## src/rtl/ogrc_pkg.sv

```systemverilog
// ogrc_pkg: shared types, codes and constants of the occupancy grid ray caster
// used by ogrc_norm and occupancy_grid_ray_cast; depends on nothing
package ogrc_pkg;

  localparam int unsigned GRID_DIM_DEF  = 256;
  localparam int unsigned CELL_BITS_DEF = 8;
  localparam int unsigned MAX_STEPS     = 512;
  localparam int unsigned CROSS_N       = 5;

  // register indexes of the config port
  localparam logic [7:0] CFG_MAP_COLS = 8'd0;
  localparam logic [7:0] CFG_MAP_ROWS = 8'd1;

  typedef enum logic [1:0] {
    ST_HIT  = 2'd0,
    ST_MISS = 2'd1,
    ST_SAME = 2'd2
  } status_e;

  localparam logic KIND_WRITE = 1'b0;
  localparam logic KIND_CAST  = 1'b1;

  typedef struct packed {
    logic        kind;
    logic [7:0]  cell_x;
    logic [7:0]  cell_y;
    logic [7:0]  cell_value;
    logic [15:0] start_x;
    logic [15:0] start_y;
    logic [15:0] target_x;
    logic [15:0] target_y;
  } in_t;

  typedef struct packed {
    status_e     status;
    logic [8:0]  distance;
  } out_t;

  // direction handed to the normalizer
  typedef struct packed {
    logic        dx_neg;
    logic [15:0] dx_mag;
    logic        dy_neg;
    logic [15:0] dy_mag;
  } norm_req_t;

  // unit vector, signed q2.14
  typedef struct packed {
    logic signed [15:0] ux;
    logic signed [15:0] uy;
  } norm_res_t;

  // cross offsets: left, center, up, down, right
  function automatic logic signed [1:0] cross_ox(input logic [2:0] k);
    logic signed [1:0] o;
    case (k)
      3'd0:    o = -2'sd1;
      3'd4:    o = 2'sd1;
      default: o = 2'sd0;
    endcase
    return o;
  endfunction

  function automatic logic signed [1:0] cross_oy(input logic [2:0] k);
    logic signed [1:0] o;
    case (k)
      3'd2:    o = 2'sd1;
      3'd3:    o = -2'sd1;
      default: o = 2'sd0;
    endcase
    return o;
  endfunction

endpackage

```

## src/rtl/ogrc_norm.sv

```systemverilog
// ogrc_norm: turns a direction into a q2.14 unit vector
// squares by one multiplier, digit-serial square root, shared restoring divider
// depends on ogrc_pkg
module ogrc_norm (
  input  logic               clk_i,
  input  logic               rst_ni,
  input  logic               start_i,
  input  ogrc_pkg::norm_req_t req_i,
  output logic               done_o,
  output ogrc_pkg::norm_res_t res_o
);
  import ogrc_pkg::*;

  localparam int unsigned SUM_W     = 33;
  localparam int unsigned FRAC_SH   = 24;
  localparam int unsigned VW        = 58;          // even width holding sum << 24
  localparam int unsigned ROOT_W    = VW / 2;
  localparam int unsigned REM_W     = ROOT_W + 2;
  localparam int unsigned NUM_W     = 43;          // (mag << 26) + len/2
  localparam int unsigned QUO_W     = 16;

  typedef enum logic [6:0] {
    N_IDLE = 7'b0000001,
    N_SQX  = 7'b0000010,
    N_SQY  = 7'b0000100,
    N_SUM  = 7'b0001000,
    N_SQRT = 7'b0010000,
    N_DSET = 7'b0100000,
    N_DIV  = 7'b1000000
  } nstate_e;

  nstate_e state_q, state_d;
  logic [4:0] cnt_q, cnt_d;
  norm_req_t req_q;
  logic [31:0] prod_q;
  logic [SUM_W-1:0] acc_q, acc_d;
  logic [VW-1:0] vsh_q, vsh_d;
  logic [REM_W-1:0] rem_q, rem_d;
  logic [ROOT_W-1:0] root_q, root_d;
  logic [ROOT_W-1:0] drem_q, drem_d;
  logic [QUO_W-1:0] nsh_q, nsh_d, quo_q, quo_d;
  logic ovf_q, ovf_d, sel_q, sel_d, done_q, done_d;
  norm_res_t res_q, res_d;

  logic [15:0] mul_a;
  logic [REM_W+1:0] rem_sh, trial;
  logic [15:0] div_mag;
  logic [NUM_W-1:0] num;
  logic [ROOT_W:0] dsh;
  logic [QUO_W-1:0] quo_fin;
  logic div_neg, sat;
  logic [16:0] mag_fin;
  logic signed [15:0] comp_fin;

  assign mul_a   = (state_q == N_SQX) ? req_q.dx_mag : req_q.dy_mag;
  assign rem_sh  = {rem_q, vsh_q[VW-1 -: 2]};
  assign trial   = (REM_W+2)'({root_q, 2'b01});
  assign div_mag = sel_q ? req_q.dy_mag : req_q.dx_mag;
  assign div_neg = sel_q ? req_q.dy_neg : req_q.dx_neg;
  assign num     = (NUM_W'(div_mag) << 26) + NUM_W'(root_q >> 1);
  assign dsh     = {drem_q, nsh_q[QUO_W-1]};
  assign quo_fin = (dsh >= {1'b0, root_q}) ? {quo_q[QUO_W-2:0], 1'b1} : {quo_q[QUO_W-2:0], 1'b0};
  // quotient above 32767 saturates, to 32768 on the negative side
  assign sat      = ovf_q || quo_fin[QUO_W-1];
  assign mag_fin  = sat ? (div_neg ? 17'd32768 : 17'd32767) : {1'b0, quo_fin};
  assign comp_fin = div_neg ? 16'(-mag_fin) : 16'(mag_fin);

  always_comb begin
    state_d = state_q;
    cnt_d   = cnt_q;
    acc_d   = acc_q;
    vsh_d   = vsh_q;
    rem_d   = rem_q;
    root_d  = root_q;
    drem_d  = drem_q;
    nsh_d   = nsh_q;
    quo_d   = quo_q;
    ovf_d   = ovf_q;
    sel_d   = sel_q;
    res_d   = res_q;
    done_d  = 1'b0;
    case (state_q)
      N_IDLE: begin
        if (start_i) begin
          state_d = N_SQX;
        end
      end
      N_SQX: begin
        state_d = N_SQY;
      end
      N_SQY: begin
        acc_d   = SUM_W'(prod_q);
        state_d = N_SUM;
      end
      N_SUM: begin
        acc_d   = acc_q + SUM_W'(prod_q);
        state_d = N_SQRT;
        vsh_d   = VW'({acc_q + SUM_W'(prod_q), FRAC_SH'(0)});
        rem_d   = '0;
        root_d  = '0;
        cnt_d   = 5'(ROOT_W - 1);
      end
      N_SQRT: begin
        // one root bit per cycle
        if (rem_sh >= trial) begin
          rem_d  = REM_W'(rem_sh - trial);
          root_d = {root_q[ROOT_W-2:0], 1'b1};
        end else begin
          rem_d  = REM_W'(rem_sh);
          root_d = {root_q[ROOT_W-2:0], 1'b0};
        end
        vsh_d = vsh_q << 2;
        if (cnt_q == '0) begin
          state_d = N_DSET;
          sel_d   = 1'b0;
        end else begin
          cnt_d = cnt_q - 5'd1;
        end
      end
      N_DSET: begin
        ovf_d   = ROOT_W'(num[NUM_W-1:QUO_W]) >= root_q;
        drem_d  = ROOT_W'(num[NUM_W-1:QUO_W]);
        nsh_d   = num[QUO_W-1:0];
        quo_d   = '0;
        cnt_d   = 5'(QUO_W - 1);
        state_d = N_DIV;
      end
      N_DIV: begin
        // one quotient bit per cycle
        if (dsh >= {1'b0, root_q}) begin
          drem_d = ROOT_W'(dsh - {1'b0, root_q});
        end else begin
          drem_d = ROOT_W'(dsh);
        end
        quo_d = quo_fin;
        nsh_d = nsh_q << 1;
        if (cnt_q == '0) begin
          if (sel_q) begin
            res_d.uy = comp_fin;
            done_d   = 1'b1;
            state_d  = N_IDLE;
          end else begin
            res_d.ux = comp_fin;
            sel_d    = 1'b1;
            state_d  = N_DSET;
          end
        end else begin
          cnt_d = cnt_q - 5'd1;
        end
      end
      default: begin
        state_d = N_IDLE;
      end
    endcase
  end

  always_ff @(posedge clk_i or negedge rst_ni) begin
    if (!rst_ni) begin
      state_q <= N_IDLE;
      done_q  <= 1'b0;
    end else begin
      state_q <= state_d;
      done_q  <= done_d;
    end
  end

  always_ff @(posedge clk_i) begin
    if (state_q == N_IDLE && start_i) begin
      req_q <= req_i;
    end
    prod_q <= mul_a * mul_a;
    cnt_q  <= cnt_d;
    acc_q  <= acc_d;
    vsh_q  <= vsh_d;
    rem_q  <= rem_d;
    root_q <= root_d;
    drem_q <= drem_d;
    nsh_q  <= nsh_d;
    quo_q  <= quo_d;
    ovf_q  <= ovf_d;
    sel_q  <= sel_d;
    res_q  <= res_d;
  end

  assign done_o = done_q;
  assign res_o  = res_q;

endmodule
```

## config.mk

```make
export PLATFORM = sky130hd
export DESIGN_NAME = ogrc_norm
export DESIGN_NICKNAME = d
export VERILOG_FILES = /design/src/rtl/ogrc_pkg.sv /design/src/rtl/ogrc_norm.sv
export SDC_FILE = /design/constraint.sdc
export NUM_CORES = 1
export LEC_CHECK = 0
export BUFFER_PORTS_ARGS = -buffer_cell sky130_fd_sc_hd__buf_4
export CORE_UTILIZATION = 58
export CTS_CLUSTER_DIAMETER = 80
export DETAILED_ROUTE_END_ITERATION = 16
export GPL_ROUTABILITY_DRIVEN = 0
export GPL_TIMING_DRIVEN = 0
export PLACE_DENSITY_LB_ADDON = 0.15
export SYNTH_ARGS = -nofsm -noshare
export SYNTH_HDL_FRONTEND = slang
export SYNTH_SLANG_ARGS = --single-unit
```

## constraint.sdc

```tcl
create_clock -name clk_i -period 7.55 [get_ports clk_i]
set_input_delay 0.3775 -clock clk_i [delete_from_list [all_inputs] [get_ports clk_i]]
set_output_delay 0.3775 -clock clk_i [all_outputs]
set_load 0.1 [all_outputs]
```

* After elaboration in Yosys (flattened, before gate mapping)
Cells that the tools add are included.
Storage, ports and cells: memories kept 0, bits in latches 0, bits in writable memories 0, input bits 37, output and inout port bits 33, register bits after elaboration 324, memory bits (read-only) 0, word-level logic and storage cells 85
Cells by class: equal/unequal tests 11, order comparisons 3, $mul 1, add/subtract/negate cells 6, multiplexer cells 30, reductions and logical operators 14, bitwise operators 1, shift operators 0, divide/modulo/power cells 0
Operator list (count):
- case mux 29 bit (2 select lines) | 2
- case mux 58 bit (2 select lines) | 1
- two-way mux 16 bit | 5
- case mux 33 bit (2 select lines) | 1
- case mux 31 bit (2 select lines) | 1
- case mux 7 bit (7 select lines) | 1
- adder 42 x 28 -> 43 bit | 1
- adder 33 x 32 -> 33 bit | 1
- >= comparator 33 x 31 -> 1 bit | 1
- multiplier 16 x 16 -> 32 bit | 1
- case mux 16 bit (2 select lines) | 1
- two-way mux 31 bit | 1
- subtractor 31 bit | 1
- >= comparator 30 x 29 -> 1 bit | 1
- case mux 15 bit (2 select lines) | 1
- >= comparator 27 x 29 -> 1 bit | 1
- two-way mux 29 bit | 1
- subtractor 29 bit | 1
- two-way mux 7 bit | 3
- negator 16 bit | 1
- case mux 5 bit (3 select lines) | 1
- AND reduction 3 bit | 4
- two-way mux 1 bit | 8
- inequality test 2 bit (second input constant) | 4
- other kinds (19) | 22

* Logic depth before layout (Yosys ltp)
Gate-level depths: netlist (run 1).
depth after elaboration 5, mapped depth 30, mapped depth without buffers 28

* Worst setup path before layout (run 1)
Ideal clock, no wire load.
kind register to register, from register state_q[5], to register prod_q[31], slack -155 ps, period minus slack after synthesis 7705 ps, path buffers 2, stages on the path, launching flop included 29, required time 7478 ps, data arrival time 7632 ps, cell sequence dfrtp_1 -> nor4_1 -> and3_1 -> clkbuf_1 -> buf_2 -> mux2i_1 -> clkinv_1 -> nand2_1 -> inv_1 -> fa_1 -> inv_1 -> fa_1 -> inv_1 -> fa_1 -> inv_1 -> fa_1 -> fa_1 -> fa_1 -> inv_1 -> ha_1 -> a21o_1 -> a2bb2oi_1 -> o21ai_2 -> a32o_2 -> a21oi_4 -> o311ai_4 -> or4_1 -> a31oi_1 -> xnor2_1
On the way: word-level cells in the longest chain between the ends 3
Ends and longest elaborated chain:
- start, declared | line ogrc_norm.sv:32 | nstate_e state_q, state_d;
- start signal, assigned | line ogrc_norm.sv:162 | state_q <= state_d;
- == test 7 x 2 -> 1 bit | line ogrc_norm.sv:55 | assign mul_a = (state_q == N_SQX) ? req_q.dx_mag : req_q.dy_mag;
- two-way mux 16 bit | line ogrc_norm.sv:55
- multiplier 16 x 16 -> 32 bit | line ogrc_norm.sv:171 | prod_q <= mul_a * mul_a;
- end signal, assigned | line ogrc_norm.sv:171
- end, declared | line ogrc_norm.sv:35 | logic [31:0] prod_q;
No other way between the ends. A chain may end at the register's enable or synchronous reset.

* Worst setup path after layout (run 1)
from register state_q[2], to register prod_q[31]
The elaborated chain is that of the path after synthesis.

==> impl_summary.log, run 1 <==
INFO  metric status = complete, but fails checks
INFO  metric violated_checks = capacitance limit, slew limit
INFO  metric die_w = 209 um
INFO  metric clk-insertion-delay-late = 0.56 ns
INFO  metric cts_inserted_buffers = 37
INFO  metric grt_start_max_net_pins = 57
INFO  metric reg2regPathDepth = 27
INFO  metric crit_start = state_q[2]
INFO  metric cts_root_buffer = clkbuf_16
INFO  metric wirelength = 64100 um
INFO  metric design.die.area = 43500 sq um
INFO  metric final.min_clock_period = 7.40 ns
INFO  metric rr_endpoint = prod_q[31]
INFO  metric ys_warnings = 0
INFO  metric floorplan.initialDensity = 58.9%
INFO  metric setup.worst_path.class = reg2reg
INFO  metric placement_rows = 75
INFO  metric dpl.cell_count = 3117
INFO  metric synth_area_per_cell = 9.87 sq um
INFO  metric drt-wirelength-per-cell = 19.6 um
INFO  metric worst_slew_margin_rel = -4.49%
INFO  metric core_footprint = 42000 sq um
INFO  metric count_of_nets_after_finishing = 3119
INFO  metric portBuffers = 69
INFO  metric post_route_cells_drive_above_1_share = 11.7%
INFO  metric worst_hold_path_type = in2reg
INFO  metric arrival = 7.87 ns
INFO  metric utilization = 67.8%
INFO  metric synth.net_count = 2931
INFO  metric crit_required = 8.03 ns
INFO  metric routed_via_density = 5.97
INFO  metric globalRouteTotalUtil = 29.8%
INFO  metric post-route-drc-count = 0
INFO  metric max_freq = 135 MHz
INFO  metric non_filler_instances = 3263
INFO  metric reg2reg_slack = 0.15 ns
INFO  metric min_delay_worst_endpoint = req_q[0]
INFO  metric syn_area = 24700 sq um
INFO  metric crit-reg2reg-launch = state_q[2]
INFO  metric final.setup.worst_slack = 0.154 ns
INFO  metric worstHoldStart = req_i[0]
INFO  metric design.portCount = 70
INFO  metric ys_async_sr_fraction = 2.68%
INFO  metric setup_viol_count_final = 0
INFO  metric grt.overflow.total = 0
INFO  metric slew_viol_final = 7
INFO  metric yosys_most_used_dff = edfxtp_1
INFO  metric gate_count_post_synth = 2507
INFO  metric cts_h_tree_depth = 2
INFO  metric worst_hold_slack = 0.0355 ns
INFO  metric start_kind = register
INFO  metric firstDrtPassIters = 6
INFO  metric tritoncts = done
INFO  metric finalHoldViolations = 0
INFO  metric grt_pass1_wl = 102000 um
INFO  metric yosys_register_bits = 299
INFO  metric detailedPlace.worstSlack = -1.33 ns
INFO  metric tightestPinTransition = 1.55 ns
INFO  metric max-clock-path-buffers = 3
INFO  metric worst_clock_skew = 0.0296 ns
INFO  metric type_of_destination_of_the_critical_path = register
INFO  metric dp_hpwl = 46700 um
INFO  metric insertedDiodeCount = 0
INFO  metric yosysUniqueCellTypes = 78
INFO  metric antenna_found_initial = 1
INFO  metric clkSlewWorstSetupHoldPaths = 0.06 ns
INFO  metric drtAntennaViolNets = 0
INFO  metric layout_overhead_on_the_synthesized_area = 15.2%
INFO  metric clock_sink_count = 299
INFO  metric maxCapViolations = 1
INFO  metric cp_max_fo = 10
INFO  metric num_vias = 19464
INFO  metric synth-edff-count = 260
INFO  metric die_h = 209 um
INFO  metric hold_depth = 1
INFO  metric initialDrtViolationCount = 1611
INFO  metric yosysSeqAreaShare = 34.9%
INFO  metric grt_pass1_vias = 19560
INFO  metric final_min_period_over_clock_period = 98.0%
INFO  metric grt_setup_unrepaired = true
-- sequential cells by signal, indices dropped and copies added, names as in the netlist, 5 cells and up --
name / flops
quo_q: 15
prod_q: 31
acc_q: 33
nsh_q: 16
req_q: 34
cnt_q: 5
drem_q: 29
state_q: 7
res_o: 32
rem_q: 31
vsh_q: 34
root_q: 29
-- area by class of cell --
cell class	count	area (sq um)
Clock buffer	41	962
Clock inverter	27	322
Timing Repair Buffer	152	1330
Multi-Input combinational cell	1815	15000
Fill cell	3198	13500
Inverter	316	1230
Sequential cell	299	8630
Buffer	74	390
Tap cell	539	674
-- synth_stat cells (all sizes together), types with 46 or more instances --
cell type / n / area, sq um
a21o: 70 / 526
a21oi: 127 / 647
clkbuf: 62 / 233
edfxtp: 260 / 7810
fa: 166 / 3320
ha: 221 / 2770
inv: 311 / 1170
mux2i: 64 / 641
nand2: 267 / 1000
nor2: 228 / 856
o21ai: 116 / 584
xnor2: 84 / 736
xor2: 46 / 403
-- worst max-delay path by stage --
stage | to | slack [ns] | cells after the start
floorplan | prod_q[31] | 0.03 | 28
global placement | prod_q[31] | -1.31 | 25
detailed placement | prod_q[31] | -1.33 | 25
CTS | prod_q[31] | 0.02 | 26
global route | prod_q[31] | -0.10 | 27
finish | prod_q[31] | 0.15 | 27
-- cells by family (layout without fill, tap and decap cells) --
group / after synthesis / after routing / synth area share (%)
xor+xnor: 130 / 130 / 4.60
flops: 299 / 299 / 34.9
compound gates: 484 / 484 / 12.7
mux: 100 / 100 / 4.23
simple gates: 714 / 714 / 12.9
fa+ha+maj: 387 / 387 / 24.6
buf+inv: 393 / 610 / 6.12
-- placed cells by master (no fill, tap or decap), types with 27 or more instances in the layout --
cell type and count:
nand3_1 32, o21a_1 29, inv_1 306, clkbuf_16 39
nor3_1 35, fa_1 165, buf_4 113, and2_1 27
xor2_1 46, a21o_1 70, a21oi_1 124, xnor2_1 83
dfxtp_1 31, o21ai_0 112, edfxtp_1 260, dlygate4sd3_1 33
mux2i_1 55, ha_1 210, clkbuf_1 54, nor2_1 226
mux2_2 32, nand2_1 259
-- layer usage --
layer  part of all wire [%]  vias to the layer above  global-route usage, %
met3                    7.1                      176                   4.97
li1                       -                     9053                      -
met4                    4.1                        0                   13.5
met5                      0                        -                      0
met2                     48                      766                   49.8
met1                     40                     9469                   38.2
-- per-stage QoR --
step	TNS [ns]	instance area, sq um
floorplan	0	24800
global placement	-14.18	26000
detailed placement	-14.41	26000
CTS	0	28200
global route	-0.201	28500
finish	0	28500
-- critical path: stages (launching register included) --
cell       delay [ns]
dfrtp_1          0.42
nor4_2           0.32
and3_4           0.30
clkbuf_16        0.19
mux2_4           0.35
clkbuf_8         0.20
nand2_2          0.10
inv_1            0.06
fa_1             0.53
inv_1            0.07
fa_1             0.50
inv_1            0.07
fa_1             0.50
inv_1            0.05
fa_1             0.52
fa_1             0.46
fa_1             0.56
inv_1            0.07
ha_4             0.26
a21o_1           0.17
a2bb2oi_2        0.14
o21ai_2          0.09
a32o_2           0.30
a21oi_4          0.20
o311ai_4         0.11
or4_4            0.46
a31oi_4          0.19
xnor2_1          0.12
-- timing repair --
| item | in CTS | in global routing |
|---|---|---|
| pin swaps | 6 | 34 |
| buffers inserted | 27 | 21 |
| endpoints found under the setup margin | 20 | 7 |
| resized for setup | 65 | 47 |
| hold buffers | 33 | 0 |
| cloned | 1 | 0 |
| endpoints found under the hold margin | 40 | 0 |
Power of run 1 is not shown: default switching activity piles up to over one toggle a cycle in this logic, so the estimate is an artifact.
==> inputs of run 2 (changes only) <==
==> constraint.sdc (replaced) <==
create_clock -name clk_i -period 7.55 [get_ports clk_i]
set_input_delay 0.755 -clock clk_i [delete_from_list [all_inputs] [get_ports clk_i]]
set_output_delay 0.755 -clock clk_i [all_outputs]
set_load 0.1 [all_outputs]
==> impl_summary.log, run 2 (same netlist as run 1, synthesis figures left out) <==
INFO  metric grt_pass1_vias = 19249
INFO  metric grt.overflow.total = 0
INFO  metric wirelength = 62700 um
INFO  metric count_of_nets_after_finishing = 3091
INFO  metric final_common_cell = inv_1
INFO  metric placement_rows = 75
INFO  metric setup_viol_count_final = 0
INFO  metric tightestPinTransition = 1.31 ns
INFO  metric final_cell_mix = 306 x inv_1, 260 x edfxtp_1, 258 x nand2_1, 226 x nor2_1, 209 x ha_1
INFO  metric layout_overhead_on_the_synthesized_area = 14.0%
INFO  metric cts_root_buffer = clkbuf_16
INFO  metric max-clock-path-buffers = 3
INFO  metric clk-insertion-delay-late = 0.56 ns
INFO  metric reg_top3 = req_q: 34 flops, vsh_q: 34 flops, acc_q: 33 flops
INFO  metric cp_max_fo = 6
INFO  metric maxCapViolations = 0
INFO  metric antenna_found_initial = 1
INFO  metric detailedPlace.worstSlack = -1.33 ns
INFO  metric finalHoldViolations = 0
INFO  metric initialDrtViolationCount = 1596
INFO  metric routed_via_density = 5.95
INFO  metric start_kind = register
INFO  metric max_freq = 136 MHz
INFO  metric final_min_period_over_clock_period = 97.7%
INFO  metric crit_start = state_q[2]
INFO  metric cts_h_tree_depth = 2
INFO  metric die_h = 209 um
INFO  metric num_vias = 19246
INFO  metric layout.filler_cells = 3254
INFO  metric grt_pass1_wl = 101000 um
INFO  metric worst_hold_path_type = in2reg
INFO  metric worst_slew_margin_rel = 12.3%
INFO  metric critical-path-slowest-cell = fa_1
INFO  metric crit_buf_inv = 7
INFO  metric slowest_delay = 0.55 ns
INFO  metric rr_endpoint = prod_q[31]
INFO  metric status = finished, final reports clean
INFO  metric dpl.cell_count = 3117
INFO  metric final.setup.worst_slack = 0.173 ns
INFO  metric worst_hold_slack = 0.373 ns
INFO  metric drtAntennaViolNets = 0
INFO  metric clock_sink_count = 299
INFO  metric final.min_clock_period = 7.38 ns
INFO  metric non_filler_instances = 3235
INFO  metric post_route_cells_drive_above_1_share = 12.0%
INFO  metric type_of_destination_of_the_critical_path = register
INFO  metric worst_clock_skew = 0.0288 ns
INFO  metric design.die.area = 43500 sq um
INFO  metric post-route-drc-count = 0
INFO  metric slew_viol_final = 0
INFO  metric worstSetupPathDepth = 27
INFO  metric portBuffers = 69
INFO  metric globalRouteTotalUtil = 29.2%
INFO  metric core_footprint = 42000 sq um
INFO  metric cp_common_cell = fa_1
INFO  metric floorplan.initialDensity = 58.9%
INFO  metric critPathCapture = prod_q[31]
INFO  metric arrival = 7.85 ns
INFO  metric design.portCount = 70
INFO  metric reg2reg_slack = 0.17 ns
INFO  metric drt-wirelength-per-cell = 19.4 um
INFO  metric crit_required = 8.02 ns
INFO  metric cts_inserted_buffers = 37
INFO  metric clkSlewWorstSetupHoldPaths = 0.06 ns
INFO  metric die_w = 209 um
INFO  metric insertedDiodeCount = 0
INFO  metric critical_path.top_delay_family = adder cells
INFO  metric dp_hpwl = 46700 um
INFO  metric tritoncts = done
INFO  metric setup.worst_path.class = reg2reg
INFO  metric reg2regPathDepth = 27
INFO  metric firstDrtPassIters = 6
INFO  metric crit-reg2reg-launch = state_q[2]
INFO  metric grt_start_max_net_pins = 57
-- run 2: cell count changes in the layout (fill, tap and decap cells not counted), sizes merged --
cell         delta
dlygate4sd3    -32
clkbuf          +2
buf             +2
clkinvlp        -1
inv             +1
-- run 2: what timing repair did --
action / 4_1_cts / 5_1_grt
cloned: 1 / 0
endpoints found under the setup margin: 20 / 7
setup buffers: 27 / 24
endpoints found under the hold margin: 1 / 0
pin swaps: 6 / 38
resized for setup: 65 / 51
hold buffers: 1 / 0
-- run 2: routing by layer --
layer,GRT usage [%],up-vias,routed length [um]
met1,38.1,9395,25600
met2,49.2,714,30500
met3,4.22,151,4260
met5,0,-,0
met4,11.9,0,2360
li1,-,8986,-
-- run 2: through the flow --
stage	TNS, ns	util, %	instance area, sq um
after floorplan	0	-	24800
after global placement	-14.18	61.7	26000
after detailed placement	-14.41	61.9	26000
after CTS	0	66.2	27800
after global routing	-0.133	67.1	28200
final	0	67.1	28200
-- run 2: cell type report --
| type | instances | area [sq um] | area share (%) |
|---|---|---|---|
| clock buffers | 41 | 962 | 3.41 |
| flip-flops and latches | 299 | 8630 | 30.6 |
| inverters | 316 | 1230 | 4.36 |
| repair buffers | 124 | 1040 | 3.69 |
| clock inverters | 27 | 322 | 1.14 |
| plain buffers | 74 | 392 | 1.39 |
| well taps | 539 | 674 | 2.39 |
| multi-input cells | 1815 | 15000 | 53.0 |
-- run 2: worst register-to-register path: stages, from the launching register on --
cell and delay (ns):
dfrtp_1 0.42, nor4_2 0.32, and3_4 0.30, buf_6 0.13
buf_16 0.13, mux2i_4 0.35, buf_6 0.19, nor2_1 0.07
inv_1 0.08, fa_1 0.45, fa_1 0.51, inv_1 0.07
fa_1 0.50, inv_1 0.06, fa_1 0.51, fa_1 0.53
fa_1 0.56, inv_1 0.07, ha_4 0.26, and2_1 0.17
nand4_1 0.13, o21ai_2 0.10, a32o_2 0.32, a21oi_4 0.20
o311ai_4 0.11, or4_4 0.46, a31oi_4 0.20, xnor2_1 0.12
-- run 2: worst min-delay path by stage --
stage / endpoint / start / slack, ns / cells after the start
floorplan: done_o / rst_ni / 0.46 / 0
global placement: vsh_q[29] / vsh_q[27] / 0.50 / 2
detailed placement: vsh_q[39] / vsh_q[37] / 0.50 / 2
CTS: req_q[16] / req_i[16] / 0.35 / 1
global route: req_q[16] / req_i[16] / 0.35 / 1
finish: req_q[16] / req_i[16] / 0.37 / 1
Power of run 2 is left out for the same reason.
